## config.mk

```make
export PLATFORM = sky130hd
export DESIGN_NAME = motor_feedback_frame_parser_top
export DESIGN_NICKNAME = d
export VERILOG_FILES = /design/src/design/mffp_pkg.sv /design/src/design/motor_feedback_frame_parser_top.sv
export SDC_FILE = /design/constraint.sdc
export NUM_CORES = 2
export LEC_CHECK = 0
export BUFFER_PORTS_ARGS = -buffer_cell sky130_fd_sc_hd__buf_2
export CORE_AREA = 2 2 356 358
export DETAILED_ROUTE_END_ITERATION = 6
export DIE_AREA = 0 0 358 360
export GPL_ROUTABILITY_DRIVEN = 0
export PLACE_DENSITY = 0.44
export SLEW_MARGIN = 20
export SYNTH_ARGS = -nofsm -noshare
export SYNTH_HDL_FRONTEND = slang
export SYNTH_SLANG_ARGS = --single-unit
```

## constraint.sdc

```tcl
create_clock -name clk_i -period 8.75 [get_ports clk_i]
set_input_delay 0.4375 -clock clk_i [delete_from_list [all_inputs] [get_ports clk_i]]
set_output_delay 0.4375 -clock clk_i [all_outputs]
set_load 0.02 [all_outputs]
```

## src/design/mffp_pkg.sv

```systemverilog
package mffp_pkg;

  // Line framing
  localparam int unsigned MaxLineBytes = 255;
  localparam int unsigned CountW       = $clog2(MaxLineBytes + 1);

  localparam logic [7:0] CharCr = 8'h0D;
  localparam logic [7:0] CharLf = 8'h0A;

  localparam logic [CountW-1:0] FrameLen = CountW'(17);

  // Byte positions within a line (0 based)
  localparam logic [CountW-1:0] PosHdrFirst  = CountW'(2);
  localparam logic [CountW-1:0] PosHdrLast   = CountW'(5);
  localparam logic [CountW-1:0] PosAngleHi   = CountW'(7);
  localparam logic [CountW-1:0] PosAngleLo   = CountW'(8);
  localparam logic [CountW-1:0] PosVelHi     = CountW'(9);
  localparam logic [CountW-1:0] PosVelLo     = CountW'(10);
  localparam logic [CountW-1:0] PosTorqueHi  = CountW'(11);
  localparam logic [CountW-1:0] PosTorqueLo  = CountW'(12);
  localparam logic [CountW-1:0] PosTempHi    = CountW'(13);
  localparam logic [CountW-1:0] PosTempLo    = CountW'(14);

  // Frame type expected in the shifted header
  localparam logic [7:0] FrameTypeFeedback = 8'd2;

  // Conversion constants
  localparam logic [35:0] AngleScale  = 36'd53972150818;  // 4*pi*2^32 rounded
  localparam logic [51:0] AngleBias   = 52'd65535 << 19;  // half of 65535*2^20
  localparam logic [14:0] VelScale    = 15'd30720;        // 30 * 2^10
  localparam logic [14:0] TorqueScale = 15'd24576;        // 12 * 2^11
  localparam logic [14:0] CodeHalf    = 15'd32767;        // floor(65535/2)
  localparam logic [16:0] CodeDenom   = 17'd65535;
  localparam logic [19:0] TempRecip   = 20'd838861;       // ceil(2^22 / 5)
  localparam int unsigned TempShift   = 22;

  // Stream widths
  localparam int unsigned OutDataW = 104;
  localparam int unsigned OutUserW = 2;

  typedef enum logic [1:0] {
    StatusOk        = 2'd0,
    StatusBadLength = 2'd1,
    StatusBadType   = 2'd2,
    StatusOverflow  = 2'd3
  } status_e;

  typedef struct packed {
    status_e            status;
    logic [7:0]         line_length;
    logic [7:0]         host_id;
    logic [7:0]         drive_id;
    logic [4:0]         fault_flags;
    logic [1:0]         run_state;
    logic signed [16:0] angle;
    logic signed [15:0] velocity;
    logic signed [15:0] torque;
    logic [16:0]        temperature;
  } result_t;

endpackage

```

## src/design/motor_feedback_frame_parser_top.sv

```systemverilog
// Motor feedback frame parser. One received byte is taken per cycle on the slave stream
// while s_axis_tready_o is high, and lines end on CR LF or after MaxLineBytes bytes; each
// finished line gives one transaction on the master stream, loaded into the output register
// or, while that is held, into a one-entry skid register. s_axis_tready_o is registered
// and drops only while the skid entry is full.
// Angle, velocity, torque and temperature are converted by short pipelines (one to three
// register stages) that run continuously off the captured code registers; in a 17-byte
// frame the terminator is accepted two, four, six and eight bytes after the last
// temperature, torque, velocity and angle byte, more than the one, two, two and three
// stages of those paths. No clearing pass follows reset.
module motor_feedback_frame_parser_top (
  input  logic                           clk_i,
  input  logic                           rst_ni,
  // slave stream: tdata = rx_byte[7:0]
  input  logic                           s_axis_tvalid_i,
  output logic                           s_axis_tready_o,
  input  logic [7:0]                     s_axis_tdata_i,
  // master stream: tdata = line_length[7:0], host_id[15:8], drive_id[23:16],
  //   fault_flags[28:24], run_state[30:29], angle[47:31], velocity[63:48],
  //   torque[79:64], temperature[96:80], zero pad[103:97]
  output logic                           m_axis_tvalid_o,
  input  logic                           m_axis_tready_i,
  output logic [mffp_pkg::OutDataW-1:0]  m_axis_tdata_o,
  // master stream: tuser = frame_status[1:0]
  output logic [mffp_pkg::OutUserW-1:0]  m_axis_tuser_o
);

  localparam int unsigned CountW = mffp_pkg::CountW;

  // fold x/65535 for x below 2^32 - 1: quotient = hi + correction
  function automatic logic [16:0] fold_div(input logic [31:0] x);
    logic [16:0] sum;
    logic        corr;
    sum  = {1'b0, x[31:16]} + {1'b0, x[15:0]};
    corr = (sum >= mffp_pkg::CodeDenom);
    return {1'b0, x[31:16]} + {16'd0, corr};
  endfunction

  // magnitude of 2*code - 65535 (negative when code[15] is clear)
  function automatic logic [15:0] code_mag(input logic [15:0] c);
    return {(c[15] ? c[14:0] : ~c[14:0]), 1'b1};
  endfunction

  // line state
  logic [CountW-1:0] count_q, count_d;
  logic [7:0]        prev_q, prev_d;
  logic [31:0]       header_q, header_d;
  logic [15:0]       angle_code_q, angle_code_d;
  logic [15:0]       vel_code_q, vel_code_d;
  logic [15:0]       torque_code_q, torque_code_d;
  logic [15:0]       temp_code_q, temp_code_d;

  // output register and skid entry
  logic               out_valid_q, out_valid_d;
  logic               skid_valid_q, skid_valid_d;
  mffp_pkg::result_t  out_q, out_d;
  mffp_pkg::result_t  skid_q, skid_d;

  logic              in_acc;
  logic              out_pop;
  logic [7:0]        rx_byte;
  logic [CountW-1:0] len;
  logic              term;
  logic              done;
  logic [31:0]       status_word;
  mffp_pkg::result_t res;

  assign rx_byte = s_axis_tdata_i;
  assign s_axis_tready_o = ~skid_valid_q;
  assign in_acc  = s_axis_tvalid_i & s_axis_tready_o;
  assign out_pop = out_valid_q & m_axis_tready_i;

  // terminator detect and line end
  assign len  = count_q + CountW'(1);
  assign term = (count_q != '0) && (prev_q == mffp_pkg::CharCr) &&
                (rx_byte == mffp_pkg::CharLf);
  assign done = term || (len >= CountW'(mffp_pkg::MaxLineBytes));

  // position-indexed capture
  always_comb begin
    count_d       = count_q;
    prev_d        = prev_q;
    header_d      = header_q;
    angle_code_d  = angle_code_q;
    vel_code_d    = vel_code_q;
    torque_code_d = torque_code_q;
    temp_code_d   = temp_code_q;
    if (in_acc) begin
      if (done) begin
        count_d       = '0;
        prev_d        = '0;
        header_d      = '0;
        angle_code_d  = '0;
        vel_code_d    = '0;
        torque_code_d = '0;
        temp_code_d   = '0;
      end else begin
        count_d = len;
        prev_d  = rx_byte;
        if (count_q >= mffp_pkg::PosHdrFirst && count_q <= mffp_pkg::PosHdrLast) begin
          header_d = {header_q[23:0], rx_byte};
        end
        if (count_q == mffp_pkg::PosAngleHi || count_q == mffp_pkg::PosAngleLo) begin
          angle_code_d = {angle_code_q[7:0], rx_byte};
        end
        if (count_q == mffp_pkg::PosVelHi || count_q == mffp_pkg::PosVelLo) begin
          vel_code_d = {vel_code_q[7:0], rx_byte};
        end
        if (count_q == mffp_pkg::PosTorqueHi || count_q == mffp_pkg::PosTorqueLo) begin
          torque_code_d = {torque_code_q[7:0], rx_byte};
        end
        if (count_q == mffp_pkg::PosTempHi || count_q == mffp_pkg::PosTempLo) begin
          temp_code_d = {temp_code_q[7:0], rx_byte};
        end
      end
    end
  end

  always_ff @(posedge clk_i or negedge rst_ni) begin
    if (!rst_ni) begin
      count_q       <= '0;
      prev_q        <= '0;
      header_q      <= '0;
      angle_code_q  <= '0;
      vel_code_q    <= '0;
      torque_code_q <= '0;
      temp_code_q   <= '0;
    end else begin
      count_q       <= count_d;
      prev_q        <= prev_d;
      header_q      <= header_d;
      angle_code_q  <= angle_code_d;
      vel_code_q    <= vel_code_d;
      torque_code_q <= torque_code_d;
      temp_code_q   <= temp_code_d;
    end
  end

  // angle: three stages (split multiply, bias add, fold and sign)
  logic [33:0] ang_ph_q, ang_pl_q;
  logic        ang_neg1_q, ang_neg2_q;
  logic [51:0] ang_sum_q;
  logic [16:0] ang_q_val;
  logic [16:0] ang_res_q;
  logic [15:0] ang_mag;

  assign ang_mag   = code_mag(angle_code_q);
  assign ang_q_val = fold_div(ang_sum_q[51:20]);

  always_ff @(posedge clk_i) begin
    ang_ph_q   <= 34'(ang_mag) * 34'(mffp_pkg::AngleScale[35:18]);
    ang_pl_q   <= 34'(ang_mag) * 34'(mffp_pkg::AngleScale[17:0]);
    ang_neg1_q <= ~angle_code_q[15];
    ang_sum_q  <= {ang_ph_q[33:0], 18'd0} + 52'(ang_pl_q) + mffp_pkg::AngleBias;
    ang_neg2_q <= ang_neg1_q;
    ang_res_q  <= ang_neg2_q ? (17'd0 - ang_q_val) : ang_q_val;
  end

  // velocity and torque: multiply plus half, then fold and sign
  logic [30:0] vel_x_q, torque_x_q;
  logic        vel_neg_q, torque_neg_q;
  logic [15:0] vel_q_val, torque_q_val;
  logic [15:0] vel_res_q, torque_res_q;

  assign vel_q_val    = 16'(fold_div({1'b0, vel_x_q}));
  assign torque_q_val = 16'(fold_div({1'b0, torque_x_q}));

  always_ff @(posedge clk_i) begin
    vel_x_q      <= 31'(code_mag(vel_code_q)) * 31'(mffp_pkg::VelScale) +
                    31'(mffp_pkg::CodeHalf);
    vel_neg_q    <= ~vel_code_q[15];
    vel_res_q    <= vel_neg_q ? (16'd0 - vel_q_val) : vel_q_val;
    torque_x_q   <= 31'(code_mag(torque_code_q)) * 31'(mffp_pkg::TorqueScale) +
                    31'(mffp_pkg::CodeHalf);
    torque_neg_q <= ~torque_code_q[15];
    torque_res_q <= torque_neg_q ? (16'd0 - torque_q_val) : torque_q_val;
  end

  // temperature: floor((8*code + 2) / 5) by reciprocal multiply
  logic [38:0] temp_prod_q;

  always_ff @(posedge clk_i) begin
    temp_prod_q <= 39'({temp_code_q, 3'b000} + 19'd2) * 39'(mffp_pkg::TempRecip);
  end

  // result assembly
  assign status_word = header_q >> 3;

  always_comb begin
    res             = '0;
    res.line_length = 8'(len);
    if (!term) begin
      res.status = mffp_pkg::StatusOverflow;
    end else if (len != mffp_pkg::FrameLen) begin
      res.status = mffp_pkg::StatusBadLength;
    end else if (status_word[31:24] != mffp_pkg::FrameTypeFeedback) begin
      res.status = mffp_pkg::StatusBadType;
    end else begin
      res.status      = mffp_pkg::StatusOk;
      res.host_id     = status_word[7:0];
      res.drive_id    = status_word[15:8];
      res.fault_flags = status_word[20:16];
      res.run_state   = status_word[23:22];
      res.angle       = ang_res_q;
      res.velocity    = vel_res_q;
      res.torque      = torque_res_q;
      res.temperature = temp_prod_q[mffp_pkg::TempShift +: 17];
    end
  end

  // output register with skid entry
  always_comb begin
    out_valid_d  = out_valid_q;
    skid_valid_d = skid_valid_q;
    out_d        = out_q;
    skid_d       = skid_q;
    if (skid_valid_q) begin
      if (out_pop) begin
        out_d        = skid_q;
        skid_valid_d = 1'b0;
      end
    end else if (in_acc && done) begin
      if (!out_valid_q || out_pop) begin
        out_d       = res;
        out_valid_d = 1'b1;
      end else begin
        skid_d       = res;
        skid_valid_d = 1'b1;
      end
    end else if (out_pop) begin
      out_valid_d = 1'b0;
    end
  end

  always_ff @(posedge clk_i or negedge rst_ni) begin
    if (!rst_ni) begin
      out_valid_q  <= 1'b0;
      skid_valid_q <= 1'b0;
    end else begin
      out_valid_q  <= out_valid_d;
      skid_valid_q <= skid_valid_d;
    end
  end

  always_ff @(posedge clk_i) begin
    out_q  <= out_d;
    skid_q <= skid_d;
  end

  // stream packing
  assign m_axis_tvalid_o = out_valid_q;
  assign m_axis_tuser_o  = out_q.status;
  assign m_axis_tdata_o  = {7'd0, out_q.temperature, out_q.torque, out_q.velocity,
                            out_q.angle, out_q.run_state, out_q.fault_flags,
                            out_q.drive_id, out_q.host_id, out_q.line_length};

endmodule

```

==> results.py <==
metrics = {
    "synth": {
        "synth_ff_type": "edfxtp_1",
        "synth-simple-area-share_pct": 9.355,
        "netlist-cell-type-count": 90,
        "netlist_area_um2": 37240,
        "synthArstFlopShare_pct": 22.74,
        "avgSynthCellArea_um2": 10.69,
        "synth_commonest_cells": "inv_1, ha_1, fa_1",
        "synthTopCellsByArea": "ha_1, edfxtp_1, fa_1, dfxtp_1, dfrtp_1",
        "synth_mux_area_share_pct": 3.155,
        "synth_edf_count": 198,
        "yosys_warnings": 0,
        "synthAdderAreaFrac_pct": 30.93,
        "yosys.area.top_type": "ha_1",
        "yosys.cell_count.top_type": "inv_1",
        "synth_compound_area_share_pct": 8.888,
        "ys_ff_latch": 497,
        "synthCells": 3482,
        "synth_xor_area_share_pct": 7.436,
        "synth_top_area_share_pct": 17.17,
        "synth_top_family_by_area": "adder cells",
        "ys_seq_area_share_pct": 33.56,
    },
    "clocking": {
        "cts-root-buf": "clkbuf_16",
        "clkLatencyLatePin_ns": 0.66,
        "clockBufferDepth": 3,
        "cts_tree": "yes",
        "cts_repair_resize_count": 0,
        "clkTransAtPathRegs_ns": 0.06,
        "cts_sinks": 497,
        "cts-buffers-inserted": 58,
        "h-tree-depth": 2,
    },
    "layout": {
        "layout-drive-gt1-share_pct": 9.994,
        "fin_cells": 5282,
        "ff_latch_area_um2": 12500,
        "nets": 4362,
        "multiInputGateArea_um2": 22340,
        "fill_cells": 12784,
        "n_antenna_cell": 0,
        "syn_to_final_growth_pct": 12.15,
    },
    "critical_path": {
        "crit_slowest_cell": "dfrtp_1",
        "crit_path_start_kind": "register",
        "end_kind": "register",
        "crit_path_max_fanout": 19,
        "cp_common_cell": "fa_1",
        "crit_arrival_ns": 7.92,
        "crit_type": "reg -> reg",
        "path_cells": "xor2_1 > inv_1 > ha_1 > fa_1 > fa_1 > fa_1 > fa_1 > ha_1 > ha_1 > inv_1 > o21ai_0 > o32a_1 > o31a_1 > a211oi_1 > o21ai_0 > o41ai_1 > o21bai_1 > xnor2_1",
        "max_stage_delay_ns": 0.97,
        "required_ns": 9.28,
    },
    "global_routing": {
        "grt_max_degree": 90,
        "antenna_found_initial": 5,
        "use_met3_pct": 1.911,
        "gr-usage-met1_pct": 19.27,
        "grt_pass1_wl_um": 138100,
        "grt_use_total_pct": 13.52,
        "grt_pass1_vias": 24456,
        "grt-busiest-layer": "met2",
        "grt_remaining_overflow": 0,
        "grt_util_met2_pct": 21.64,
    },
    "run": {
        "cap_violations": 0,
    },
    "timing": {
        "finalCritPeriodShare_pct": 84.50,
        "slew_violations": 0,
        "setup-tns-final_ns": 0,
        "slew_headroom_pct": 26.16,
        "max_freq_mhz": 135.2,
        "hold_viol_final": 0,
        "rsz0062_at_grt": "no",
        "worstMarginPinSlew_ns": 1.098,
        "finalClockSkew_ns": 0.03236,
        "setup_slack_ns": 1.356,
        "setup_viol": 0,
        "min_period_ns": 7.394,
    },
    "drt": {
        "drt_iter0_drc": 1071,
        "wl_per_cell_um": 16.29,
        "drc_errors": 0,
        "firstDrtPassIters": 5,
        "wirelength_um": 86050,
        "ant_nets": 0,
        "via_per_inst": 4.486,
        "vias": 23696,
    },
    "place": {
        "placedCellCount": 5172,
        "dp_slack_ns": 1.294,
        "io_buffers": 112,
        "dp_hpwl_um": 67310,
    },
    "die": {
        "dieWidth_um": 358,
        "placeableCoreArea_um2": 124900,
        "rows": 130,
        "ios": 120,
        "die_h_um": 360,
        "die-area_um2": 128900,
        "start_util_pct": 29.81,
    },
    "run_status": {
        "outcome": "finished, final reports clean",
    },
    "min_path": {
        "hp-class": "in -> reg",
    },
}
-- worst max-delay path: cells and delay by family, from the launching register on --
family | cells | cell delay [ns]
buf+inv | 2 | 0.44
fa+ha+maj | 7 | 3.04
xor+xnor | 2 | 0.68
compound gates | 7 | 2.14
flops | 1 | 0.97
-- cell usage in the layout, fill, tap and decap left out, types with 59 or more instances in the layout --
| cell type | count |
|---|---|
| a21oi_1 | 93 |
| a22o_1 | 96 |
| and2_1 | 103 |
| buf_2 | 111 |
| clkbuf_16 | 62 |
| dfrtp_1 | 113 |
| dfxtp_1 | 186 |
| edfxtp_1 | 198 |
| fa_1 | 255 |
| ha_1 | 511 |
| inv_1 | 545 |
| mux2_2 | 99 |
| nand2_1 | 155 |
| nand3_1 | 59 |
| nor2_1 | 128 |
| o21ai_0 | 89 |
| xnor2_1 | 180 |
| xor2_1 | 128 |
-- per-stage QoR --
stage / utilization (%) / cell area, um2 / hold WS (ns)
detailed placement: 31.77 / 39690 / 0.3184
global placement: 31.76 / 39670 / 0.3209
finish: 33.43 / 41760 / 0.1888
CTS: 33.42 / 41750 / 0.1286
floorplan: - / 37260 / 0.1419
global route: 33.43 / 41760 / 0.1631
-- routing by layer --
layer	wire [um]	part of all wire [%]
met1	42890	50
met2	38820	45
met3	2738	3.2
met4	1595	1.9
met5	13	0.015
-- what timing repair did --
| item | 4_1_cts | 5_1_grt |
|---|---|---|
| endpoints found under the hold margin | 54 | 0 |
| hold buffers | 2 | 0 |
| buffers inserted | 0 | 0 |
-- worst paths after layout --
check | to | depth (start not counted) | startpoint | slack, ns
worst min-delay path | prev_q[1]$_DFFE_PN0P_ | 3 | s_axis_tdata_i[1] | 0.19
max in group asynchronous | temp_code_q[13]$_DFFE_PN0P_ | 3 | rst_ni | 7.05
worst max-delay path | ang_pl_q[32]$_DFF_P_ | 18 | angle_code_q[15]$_DFFE_PN0P_ | 1.36
worst min register to register | ang_neg2_q$_DFF_P_ | 0 | ang_neg1_q$_DFF_P_ | 0.33
worst max register to register | ang_pl_q[32]$_DFF_P_ | 18 | angle_code_q[15]$_DFFE_PN0P_ | 1.36
min in group asynchronous | header_q[23]$_DFFE_PN0P_ | 2 | rst_ni | 0.37
-- cell families after synthesis --
kind of cell / Yosys count
and+or+nand+nor: 676
other: 1
AOI/OAI and AO/OA: 474
adders and majority gates: 768
muxes: 105
DFF: 497
buffers and inverters: 649
xor gates and xnor gates: 312
-- final cells by class --
type | count | share of cell area, %
Sequential cell | 497 | 29.93
Inverter | 548 | 4.932
Multi-Input combinational cell | 2342 | 53.49
Tap cell | 1650 | 4.944
Clock inverter | 20 | 0.6861
Clock buffer | 88 | 4.213
Timing Repair Buffer | 137 | 1.810
-- flip-flops by register name, summed over array words and instances (netlist names), 17 cells and up --
register / cells
ang_ph_q: 33
ang_res_q: 17
ang_sum_q: 32
header_q: 31
m_axis_tdata_o: 97
skid_q: 99
temp_prod_q: 17
torque_x_q: 17
vel_x_q: 19
Power is left out: the tool's default activity adds up to more than one toggle a clock period on the data nets, which glitch-free logic cannot reach.
